===== config.mk =====
export PLATFORM = sky130hd
export DESIGN_NAME = cpht_ctrl
export DESIGN_NICKNAME = d
export VERILOG_FILES = /design/src/sv/cpht_pkg.sv /design/src/sv/cpht_ctrl.sv
export SDC_FILE = /design/constraint.sdc
export NUM_CORES = 1
export LEC_CHECK = 0
export BUFFER_PORTS_ARGS = -buffer_cell sky130_fd_sc_hd__buf_2
export CAP_MARGIN = 20
export CORE_AREA = 2 2 39 41
export CTS_CLUSTER_SIZE = 8
export DETAILED_ROUTE_END_ITERATION = 8
export DIE_AREA = 0 0 41 43
export PLACE_DENSITY = 0.72
export SLEW_MARGIN = 20
export SYNTH_ARGS = -nofsm -noshare
export SYNTH_HDL_FRONTEND = slang
export SYNTH_SLANG_ARGS = --single-unit

===== constraint.sdc =====
create_clock -name clk -period 2 [get_ports clk]
set_clock_uncertainty 0.05 [all_clocks]
set_input_delay 0.2 -clock clk [delete_from_list [all_inputs] [get_ports clk]]
set_output_delay 0.2 -clock clk [all_outputs]
set_load 0.01 [all_outputs]

===== src/sv/cpht_pkg.sv =====
// ----------------------------------------------------------------------------
// cpht_pkg: shared types and constants
// Widths, request and status codes, controller states and the command and
// status structs that join the controller and the datapath.
// ----------------------------------------------------------------------------
package cpht_pkg;

  localparam int Buckets     = 256;
  localparam int PoolEntries = 256;
  localparam int PageBits    = 20;
  localparam int FrameBits   = 16;
  localparam int BktBits     = $clog2(Buckets);
  localparam int NodeBits    = $clog2(PoolEntries);
  localparam int LinkBits    = NodeBits + 1;
  localparam int CountBits   = NodeBits + 1;
  localparam int SizeBits    = 9;
  localparam int DivCnt      = 5;

  localparam logic [LinkBits-1:0] NodeNull = LinkBits'(PoolEntries);

  typedef enum logic [1:0] {
    REQ_INSERT = 2'd0,
    REQ_DELETE = 2'd1,
    REQ_LOOKUP = 2'd2,
    REQ_NONE   = 2'd3
  } req_t;

  typedef enum logic [1:0] {
    ST_OK   = 2'd0,
    ST_MISS = 2'd1,
    ST_FULL = 2'd2
  } status_t;

  typedef enum logic [3:0] {
    S_IDLE, S_CLEAR, S_DIV, S_HEAD, S_INS, S_READ, S_CMP, S_UNLINK, S_DONE
  } state_t;

  typedef struct packed {
    logic load;      // capture the request, start the modulo
    logic div_step;  // BitsPerStep restoring-division steps, one bit each
    logic clr_step;  // clear one bucket head
    logic head_rd;   // read the bucket head
    logic ins;       // write the new node and relink the head
    logic node_rd;   // read the current node
    logic advance;   // move to the next node in the chain
    logic unlink;    // unlink current node and push it to the free stack
    logic hit;       // record a lookup hit
    logic done;      // emit the result
    logic [1:0] status;
  } cmd_t;

  typedef struct packed {
    logic clr_last;
    logic div_last;
    logic full;
    logic cur_null;
    logic match;
    logic walk_last;
    logic [1:0] req;
  } sts_t;

endpackage


===== src/sv/cpht_ctrl.sv =====
// ----------------------------------------------------------------------------
// cpht_ctrl: request sequencer
// Clears the bucket heads after reset, then runs each request through the
// modulo, the head read and an insert or a chain walk; an insert that finds the pool full skips to the result.
// ----------------------------------------------------------------------------
module cpht_ctrl (
  input  logic          clk,
  input  logic          rst,
  input  logic          start,
  output logic          busy,
  output cpht_pkg::cmd_t cmd,
  input  cpht_pkg::sts_t sts
);
  import cpht_pkg::*;

  state_t state, state_next;
  logic [1:0] status, status_next;

  always_ff @(posedge clk) begin
    if (rst) begin
      state  <= S_CLEAR;
      status <= ST_OK;
    end else begin
      state  <= state_next;
      status <= status_next;
    end
  end

  always_comb begin
    state_next  = state;
    status_next = status;
    cmd         = '0;
    busy        = 1'b1;
    unique case (state)
      S_CLEAR: begin
        cmd.clr_step = 1'b1;
        if (sts.clr_last) state_next = S_IDLE;
      end
      S_IDLE: begin
        busy = 1'b0;
        if (start) begin
          cmd.load   = 1'b1;
          state_next = S_DIV;
        end
      end
      S_DIV: begin
        cmd.div_step = 1'b1;
        if (sts.div_last) state_next = S_HEAD;
      end
      S_HEAD: begin
        status_next = ST_OK;
        priority case (sts.req)
          REQ_INSERT: begin
            if (sts.full) begin
              status_next = ST_FULL;
              state_next  = S_DONE;
            end else begin
              cmd.head_rd = 1'b1;
              state_next  = S_INS;
            end
          end
          REQ_DELETE, REQ_LOOKUP: begin
            cmd.head_rd = 1'b1;
            status_next = ST_MISS;
            state_next  = S_READ;
          end
          default: state_next = S_DONE;
        endcase
      end
      S_INS: begin
        cmd.ins    = 1'b1;
        state_next = S_DONE;
      end
      S_READ: begin
        if (sts.cur_null) state_next = S_DONE;
        else begin
          cmd.node_rd = 1'b1;
          state_next  = S_CMP;
        end
      end
      S_CMP: begin
        if (sts.match) begin
          status_next = ST_OK;
          if (sts.req == REQ_LOOKUP) begin
            cmd.hit    = 1'b1;
            state_next = S_DONE;
          end else state_next = S_UNLINK;
        end else if (sts.walk_last) state_next = S_DONE;
        else begin
          cmd.advance = 1'b1;
          state_next  = S_READ;
        end
      end
      S_UNLINK: begin
        cmd.unlink = 1'b1;
        state_next = S_DONE;
      end
      S_DONE: begin
        cmd.done   = 1'b1;
        state_next = S_IDLE;
      end
      default: state_next = S_IDLE;
    endcase
    cmd.status = status;
  end

endmodule


Word-level counts from Yosys, hierarchy flattened

Cells that the tools add are included.

Multiplexer cells: 33
Reductions and logical operators: 7
Equality and inequality tests: 14

Operators with widths:

| cell                                                            | count |
|---|---|
| 4-bit two-way mux                                               | 8 |
| 4-bit one-hot mux with 7 select lines                           | 1 |
| 1-bit two-way mux                                               | 18 |
| 4-bit by 3-bit == test with 1-bit output, second input constant | 4 |
| 4-bit by 2-bit == test with 1-bit output, second input constant | 2 |
| 2-bit inequality test, second input constant                    | 4 |
| 2-bit one-hot mux with 2 select lines                           | 2 |
| 4-bit one-hot mux with 2 select lines                           | 1 |
| 4-bit by 1-bit == test with 1-bit output, second input constant | 1 |
| 4-bit == test, second input constant                            | 1 |
| 4-bit logical NOT                                               | 1 |
| 2-bit two-way mux                                               | 2 |
| 2-bit OR reduction                                              | 2 |
| 3-bit AND reduction                                             | 1 |
| 2-bit by 1-bit == test with 1-bit output, second input constant | 1 |
| 2-bit == test, second input constant                            | 1 |
| 2-bit logical NOT                                               | 1 |
| 1-bit one-hot mux with 2 select lines                           | 1 |
| 2-bit AND reduction                                             | 1 |
| 2-bit nonzero test                                              | 1 |

Logic and storage cells: 56
Flip-flop bits (word level): 6

Logic depth before layout (Yosys ltp)

Gate-level depths: netlist (run 1).

Depth in word-level cells: 4
Depth in mapped cells: 6
Depth with buffers taken out: 6

Worst setup path before layout (run 1)

Ideal clock, no wire load.

Path kind: register -> output
From: register state[0]
To: output port cmd[5] (netlist bit)
Cell stages (with the launch flop): 5
Data required time: 1.750 ns
Buffers on the path: 1
Slack: 0.686 ns
Data arrival time: 1.064 ns
Path through: dfxtp_1 > buf_6 > nand2b_4 > or2_1 > nor3_1

RTL lines:

| what                     | RTL line        | source |
|---|---|---|
| start: declaration       | cpht_ctrl.sv:16 | `state_t state, state_next;` |
| start signal: assignment | cpht_ctrl.sv:24 | `state <= state_next;` |
| end: declaration         | cpht_ctrl.sv:11 | `output cpht_pkg::cmd_t cmd,` |

==> results, run 1 <==
- The die boundary height is 43 um.
- For this design the ratio of total power to cell area is about 450 nW/um2.
- For this run, the register share of the synthesized area comes to 21.4%.
- For this run the aggregate overflow at the end of global routing stands at 0.
- The via total after detailed routing is between 500 and 600.
- The switching share of total power is 27.7%.
- In the final routed layout, each cell accounts on average for approximately 12 um.
- The count of unresolved DRC violations after routing is 0.
- At the later pin of the worst-skew pair, clock insertion delay measures between 0.2 and 0.25 ns.
- Summed over all nets, the half-perimeter wirelength after detailed placement is ~1100 um.
- The number of nets in the synthesized netlist is 85.
- The power dissipated by switching net loads is approximately 87 uW.
- The final sum of negative setup slack is 0 ns.
- The post-synthesis register bit count is 6.
- Along the worst path, the maximum fanout reaches 11.
- The average cell area after synthesis is just under 8 um2.
- In this run the cell area of the synthesized design comes to 562 um2.
- After layout, the minimum clock period comes to 1.74 ns.
- In this run, the combinational gates consume a little under a quarter of the power.
- In the synthesized netlist the dominant register cell turns out to be sky130_fd_sc_hd__dfxtp_1.
- The destination of the worst hold path is state[3]$_SDFFE_PP0P_.
- The count of different cell masters after synthesis is 35.
- Setup repair after global routing left no endpoint under its margin.
- The internal portion of the total power is roughly 230 uW.
- The peak ir drop on the vdd network is 0.237 mV.
- The final layout contains 110 nets.
- The depth of the worst register-to-register path is 3.
- The number of I/O port buffers is 23.
- Entering global routing, the biggest net connects 16 pins.
- The number of instances in the synthesized netlist is 71.
- The number of pins with negative max-slew slack in the final report came to 0.
- The clock passes through at most 2 buffers.
- The worst hold path cell count is 2.
- In this run the critical register-to-register path is launched from state[1]$_SDFFE_PP0P_.
- In this run the core area contains 14 standard-cell rows.
- For the worst setup path, the data required time is ~1.8 ns.
- The post-CTS setup-driven buffer insertion count is 0.
- At the end of routability-driven placement, the weighted congestion stood at between 0.7 and 0.8.
- The ratio of final minimum period to clock period is 86.8%.
- The type of the worst setup path is reg2out.
- The minimum setup slack among reg-to-reg paths is around 0.57 ns.
- The wire length of the first global-routing pass is around 2100 um.
- The number of maximum-capacitance violations is 0.
- In this run the most used layer during global routing was met2.
- The floorplan die width is between 40 and 50 um.
- Yosys mapped a number of flops with a built-in enable equal to 0.
- In this run the tightest slew margin relative to its limit is between 70 and 80%.
- CTS built an H-tree with a depth of 1.
- In this run the static leakage power is 0.000345 uW.
- Derived from the worst setup path, the maximum achievable clock frequency is ~580 MHz.
- The area growth from synthesis to final layout is 23.6%.
- The met1 layer usage reported by global route is between 20% and 30%.
- Setup violations remaining at the end of the flow were counted as 0.
- The number of detailed-route iterations in the first pass is 4.
- The flow ran to the end, and the final reports show no timing, DRC or antenna violations.
- The met3 track demand over resource is under 10%.
- CTS placed an instance of sky130_fd_sc_hd__clkbuf_4 at the clock tree root.
- The number of placed I/O pins is 24.
- For this configuration, the core starts out at a cell density of about two fifths.
- Hold repair after CTS inserted 0 buffers.
- The number of global-route vias before repair came to approximately 500.
- The sort of element at the end of the critical path is an output pin.
- The CTS tree is yes.
- For the worst setup path, the data arrival time is about 1.5 ns.
- Counting every sink on the clock net gives 6.
- The share of total power dissipated in sequential elements is between 40% and 50%.
- The worst hold-check path type is in2reg.
- The final-report hold violation count came to 0.
- At the pin with the least slew margin, the transition time is 0.424 ns.
- The violation count after the first detailed-route iteration is 27.
- Dividing the detail-routed via count by the number of cells gives 5.35.
- The total area inside the core boundary comes to ~1400 um2.
- For this block, the routed nets add up to between 1000 and 1500 um of wire.
- The initial antenna violation count came to 0.
- The post-cts resize count is 0.
- Clock-pin slew was measured on the worst setup and hold paths at around 0.040 ns.
- The number of antenna diodes is 0.
- The fraction of met2 tracks used by global routing is 27.8%.
- During synthesis, Yosys emitted a total of 0 warnings.
- The worst flop-to-flop path endpoint is state[3]$_SDFFE_PP0P_.
- The full die area is approximately 1800 um2.
- The number of buffers created by CTS is 3.
- Cells with a size suffix above 1 make up between 30% and 40% of the layout.
- The share of flip-flops with an asynchronous set or reset is 0%.
- On the final layout, the worst hold slack is 0.175 ns.
- The startpoint identified for the worst hold timing path is rst.
- The clock network accounts for 33.8% of the total power.
- The global routing usage summed across all routing layers is between 10% and 20%.
- The startpoint type of the worst setup path is a flip-flop.
- Once detail routing completed, the nets flagged for antenna violations numbered 0.
## critical path: stages (launching register included)
cell and delay, ns:
sky130_fd_sc_hd__dfxtp_1 0.57, sky130_fd_sc_hd__nand4bb_1 0.21, sky130_fd_sc_hd__nor2_1 0.17, sky130_fd_sc_hd__o21a_1 0.17, sky130_fd_sc_hd__buf_2 0.13
## power groups by stage
| stage | registers, uW | logic, uW | clock network, uW |
|---|---|---|---|
| 6_report | 133 | 74.8 | 106 |
| 3_5_place_dp | 135 | 75.0 | 0 |
| 2_1_floorplan | 128 | 56.3 | 0 |
| 4_1_cts | 133 | 75.2 | 114 |
| 3_3_place_gp | 135 | 73.5 | 0 |
| 5_1_grt | 134 | 83.3 | 118 |
## flip-flops by register name (all words and copies together), names as in the netlist
name / flops
status: 2
state: 4
## worst max path at each step
stage	cells past startpoint	startpoint	slack (ns)	to
floorplan	4	state[0]$_SDFFE_PP1P_	0.69	cmd[5]
global placement	4	state[2]$_SDFFE_PP0P_	0.46	cmd[5]
detailed placement	4	state[2]$_SDFFE_PP0P_	0.43	cmd[5]
CTS	4	state[2]$_SDFFE_PP0P_	0.16	cmd[5]
global route	4	state[0]$_SDFFE_PP1P_	0.16	cmd[8]
finish	4	state[1]$_SDFFE_PP0P_	0.26	cmd[8]
## stage by stage
step                      power [uW]  cells  area [um2]  setup WS (ns)  util, %
after floorplan                  184     71         562          0.686        -
after global placement           208    107         671          0.462     48.5
after detailed placement         210    107         671          0.430     48.5
after global routing             335    110         694          0.161     50.2
final                            314    110         694          0.263     50.2
after CTS                        322    110         693          0.159     50.1
## layout make-up
type,count,area (um2)
Tap cell,16,20.0
Multi-Input combinational cell,57,397
Fill cell,145,689
Inverter,5,18.8
Sequential cell,6,121
Clock buffer,3,22.5
Timing Repair Buffer,23,115
## Yosys cell counts (3+ instances only)
| master | n | share of area, % |
|---|---|---|
| sky130_fd_sc_hd__dfxtp_1 | 6 | 21 |
| sky130_fd_sc_hd__nor2_1 | 7 | 4.7 |
| sky130_fd_sc_hd__o21ai_1 | 3 | 2.7 |
| sky130_fd_sc_hd__nand2_1 | 6 | 4.0 |
| sky130_fd_sc_hd__inv_1 | 4 | 2.7 |
| sky130_fd_sc_hd__nor2b_1 | 3 | 3.3 |
| sky130_fd_sc_hd__ha_1 | 3 | 6.7 |
| sky130_fd_sc_hd__a21oi_1 | 3 | 2.7 |
| sky130_fd_sc_hd__nand2b_1 | 3 | 3.3 |
| sky130_fd_sc_hd__nor3_1 | 4 | 3.6 |
## layer usage
metal  share of wire (%)  vias up
met5                   0        -
met4                   0        0
met3                 4.6        0
met2                  52       15
met1                  43      269
li1                    -      304
## layout by cell type (no fill, tap or decap), types with 2 or more instances in the layout
master / synthesis / layout
sky130_fd_sc_hd__buf_2: 0 / 23
sky130_fd_sc_hd__nor2_1: 7 / 7
sky130_fd_sc_hd__nand2_1: 6 / 6
sky130_fd_sc_hd__dfxtp_1: 6 / 5
sky130_fd_sc_hd__inv_1: 4 / 4
sky130_fd_sc_hd__nor3_1: 4 / 4
sky130_fd_sc_hd__nand2b_1: 3 / 3
sky130_fd_sc_hd__nor2b_1: 3 / 3
sky130_fd_sc_hd__o21ai_1: 3 / 3
sky130_fd_sc_hd__a21oi_1: 3 / 3
sky130_fd_sc_hd__ha_1: 3 / 3
sky130_fd_sc_hd__clkbuf_4: 0 / 3
sky130_fd_sc_hd__nand2b_4: 2 / 2
sky130_fd_sc_hd__and3_1: 2 / 2
sky130_fd_sc_hd__nand4_1: 2 / 2
## cells by family after synthesis
group / synth area share (%)
AO/OA/AOI/OAI: 22.7
adder cells (fa/ha/maj): 6.68
buffers and inverters: 8.02
flip-flops: 21.4
multiplexers: 3.79
AND/OR/NAND/NOR: 37.4
Power figures use the tool's default switching activity.
==> run 2, diff against run 1 <==
--- a/config.mk
+++ b/config.mk
@@ -11,7 +11,7 @@
 export CTS_CLUSTER_SIZE = 8
 export DETAILED_ROUTE_END_ITERATION = 8
 export DIE_AREA = 0 0 41 43
-export PLACE_DENSITY = 0.72
+export PLACE_DENSITY = 0.78
 export SLEW_MARGIN = 20
 export SYNTH_ARGS = -nofsm -noshare
 export SYNTH_HDL_FRONTEND = slang
==> constraint.sdc (replaced) <==
create_clock -name clk -period 1.6 [get_ports clk]
set_clock_uncertainty 0.05 [all_clocks]
set_input_delay 0.16 -clock clk [delete_from_list [all_inputs] [get_ports clk]]
set_output_delay 0.16 -clock clk [all_outputs]
set_load 0.01 [all_outputs]
==> results, run 2 (synthesized netlist as in run 1, its figures left out) <==
- The number of filler instances in the final layout is 137 (-5.5%).
- The number of clock sinks seen by CTS is 6 (unchanged).
- The minimum setup slack among reg-to-reg paths is 0.36 ns (-0.21 ns).
- The final-report hold violation count is 0 (unchanged).
- The actual transition at the worst max-transition pin is 0.400 ns (-0.0240 ns).
- The number of cell rows came to 14 (unchanged).
- The tightest min-delay check is of the in2reg type.
- The largest buffer count on any clock path came to 2 (unchanged).
- The violation count after the first detailed-route iteration came to 16 (-41%).
- The estimated wirelength of the detail-placed design is 1090 um (about the same).
- The die boundary height is 43 um (unchanged).
- TritonCTS built the clock tree.
- The post-detailed-route via-to-cell ratio is 5.40 (+0.95%).
- In the final layout, the registers with the most flip-flops are state x4, status x2.
- The utilization of the core after routing is 53.1% (+2.9 points).
- The count of unresolved DRC violations after routing is 0 (unchanged).
- The biggest cell delay along the critical path is 0.39 ns (-0.18 ns).
- The full die area came to 1760 um2 (unchanged).
- The number of buffers created by CTS was 3 (unchanged).
- The power share of the combinational group is 24.5% (+0.7 points).
- The power density over the cells was 535 nW/um2 (+18%).
- The sum of overflow across all layers after global routing is 0 (unchanged).
- The clock network power share is 33.0% (-0.8 points).
- The worst hold-check slack is 0.121 ns (-0.0539 ns).
- The final setup violation count is 0 (unchanged).
- The wire length after detailed routing is 1360 um (+3.3%).
- On the critical path, the stage with the largest delay is an instance of sky130_fd_sc_hd__dfxtp_4.
- Dividing the final minimum period by the clock period gives 95.7%.
- The sequential cell area in the final layout is 130 um2 (+7.2%).
- The number of detailed-route iterations in the first pass is 4 (unchanged).
- The number of pins with negative max-slew slack in the final report is 0 (unchanged).
- The flip-flop count of the largest register after layout is 4 (unchanged).
- The proportion of layout cells with a drive suffix above 1 is 42.1% (+5.9 points).
- The number of maximum-capacitance violations was 0 (unchanged).
- The total number of H-tree levels is 1 (unchanged).
- The arrival time at the worst endpoint is 1.32 ns (-0.17 ns).
- The latest clock arrival within the worst-skew pair is 0.23 ns (about the same).
- The worst path needs roughly 1.5 ns of the cycle, external delays included.
- The category of cells accounting for the largest share of critical-path delay is simple AND/OR/NAND/NOR gates.
- The initial antenna violation count was 0 (unchanged).
- The largest fanout of any net on the critical path is 11 (unchanged).
- Leaving out fill and tap cells, the most frequent cells in the layout are sky130_fd_sc_hd__buf_2, sky130_fd_sc_hd__nor2_1, sky130_fd_sc_hd__nand2_1.
- The critical path buffer and inverter count was 1 (unchanged).
- The worst max-slew margin expressed relative to the limit is 72.9% (+1.2 points).
- The internal power is 285 uW (+25%).
- Clock tree synthesis selected as its root buffer the cell sky130_fd_sc_hd__clkbuf_4.
- The depth of the critical timing path with buffers and inverters included is 4 (unchanged).
- The area of combinational cells with multiple inputs came to 420 um2 (+6.0%).
- The depth of the worst register-to-register path is 5 (+2).
- The wire length per cell came to 12.2 um (+2.3%).
- The peak ir drop on the vdd network is 0.358 mV (+51%).
- The worst flop-to-flop path endpoint is status[1]$_SDFFE_PP0P_.
- The post-detailed-route count of antenna-violating nets came to 0 (unchanged).
- In this run the worst setup path begins at state[0]$_SDFFE_PP1P_.
- The share of total power in sequential cells is 42.5% (about the same).
- The power dissipated by switching net loads was 108 uW (+24%).
- state holds more flip-flops than any other register.
- The final sum of negative setup slack was 0 ns (unchanged).
- The required time at the endpoint of the critical path is 1.39 ns (-0.36 ns).
- The via total after detailed routing is 599 (+1.9%).
- The weighted congestion at the end of routability-driven global placement is 0.787 (+9.4%).
- The wire length of the first global-routing pass came to 2170 um (+5.0%).
- The count of nets after finishing is 111 (+0.91%).
- The number of placed I/O pins was 24 (unchanged).
- The type of the worst setup path is reg2out.
- The run finished with clean final reports.
- The critical register-to-register path startpoint is state[2]$_SDFFE_PP0P_.
- The top achievable clock speed is ~650 MHz.
- The sort of element at the end of the critical path is an output pin.
- The number of buffers inserted for hold repair after clock tree synthesis is 0 (unchanged).
- The static leakage is 0.000354 uW (+2.6%).
- Leaving out fill and tap cells, the most frequent cell in the layout is sky130_fd_sc_hd__buf_2.
- The floorplan die width is 41 um (unchanged).
- The startpoint type of the worst setup path is a flip-flop.
- The number of I/O port buffers came to 23 (unchanged).
- The starting utilization of the core area is 40.6% (unchanged).
- The largest net degree at the start of global routing is 12 (-4).
- Compared with the post-synthesis result, the final layout area differs by 30.7%.
- In this run the worst setup path terminates at cmd[5].
- The number of global-route vias before repair is 537 (+4.5%).
- The critical path goes through nand2b_4, or2_1, nor3_1, buf_2.
- The number of antenna diodes is 0 (unchanged).
- The worst hold path begins at rst.
- The core area is 1380 um2 (unchanged).
- The switching share of total power is 27.5% (-0.21 points).
- The post-CTS setup-driven buffer insertion count is 0 (unchanged).
- The clock transition at the registers of the reported paths is 0.04 ns (about the same).
- The global routing usage summed across all routing layers is 17.0% (-0.017 points).
==> run 2: timing repair <==
action | CTS | global route
pin swaps | 0 | 0
setup endpoints to repair | 3 | 2
resized for setup | 3 | 5
cloned | 0 | 0
==> run 2: how the worst min path moves through the flow <==
stage | depth (start not counted) | end | slack [ns]
after global placement | 2 | state[3]$_SDFFE_PP0P_ | 0.37
after global routing | 2 | state[3]$_SDFFE_PP0P_ | 0.13
after detailed placement | 2 | state[3]$_SDFFE_PP0P_ | 0.37
after floorplan | 1 | state[3]$_SDFFE_PP0P_ | 0.17
final | 2 | state[3]$_SDFFE_PP0P_ | 0.12
after CTS | 2 | state[3]$_SDFFE_PP0P_ | 0.12
==> run 2: cell type report <==
class	instances	share of cell area [%]
Inverter	5	2.56
Tap cell	16	2.73
Sequential cell	6	17.7
Clock buffer	3	3.07
Timing Repair Buffer	24	16.7
Multi-Input combinational cell	57	57.2
==> run 2: stage by stage <==
step	cell area (um2)	total power (uW)	instances	setup slack [ns]
after detailed placement	678	263	108	0.170
final	734	393	111	0.0682
after CTS	704	398	111	0.0185
after floorplan	562	230	71	0.326
after global placement	678	261	108	0.204
after global routing	734	417	111	-0.00236
==> run 2: routing by layer <==
| layer | wire (um) | GRT usage [%] | up-vias |
|---|---|---|---|
| li1 | - | - | 309 |
| met1 | 618 | 22.9 | 273 |
| met2 | 660 | 26.9 | 17 |
| met3 | 81 | 3.14 | 0 |
| met4 | 0 | 4.00 | 0 |
| met5 | 0 | 0 | - |
==> run 2: power by group through the flow <==
stage / Clock, uW / Sequential [uW] / Combinational, uW
after floorplan: 0 / 160 / 70.4
after global placement: 0 / 168 / 93.2
after detailed placement: 0 / 169 / 94.3
after CTS: 137 / 167 / 94.9
after global routing: 142 / 168 / 107
final: 130 / 167 / 96.4
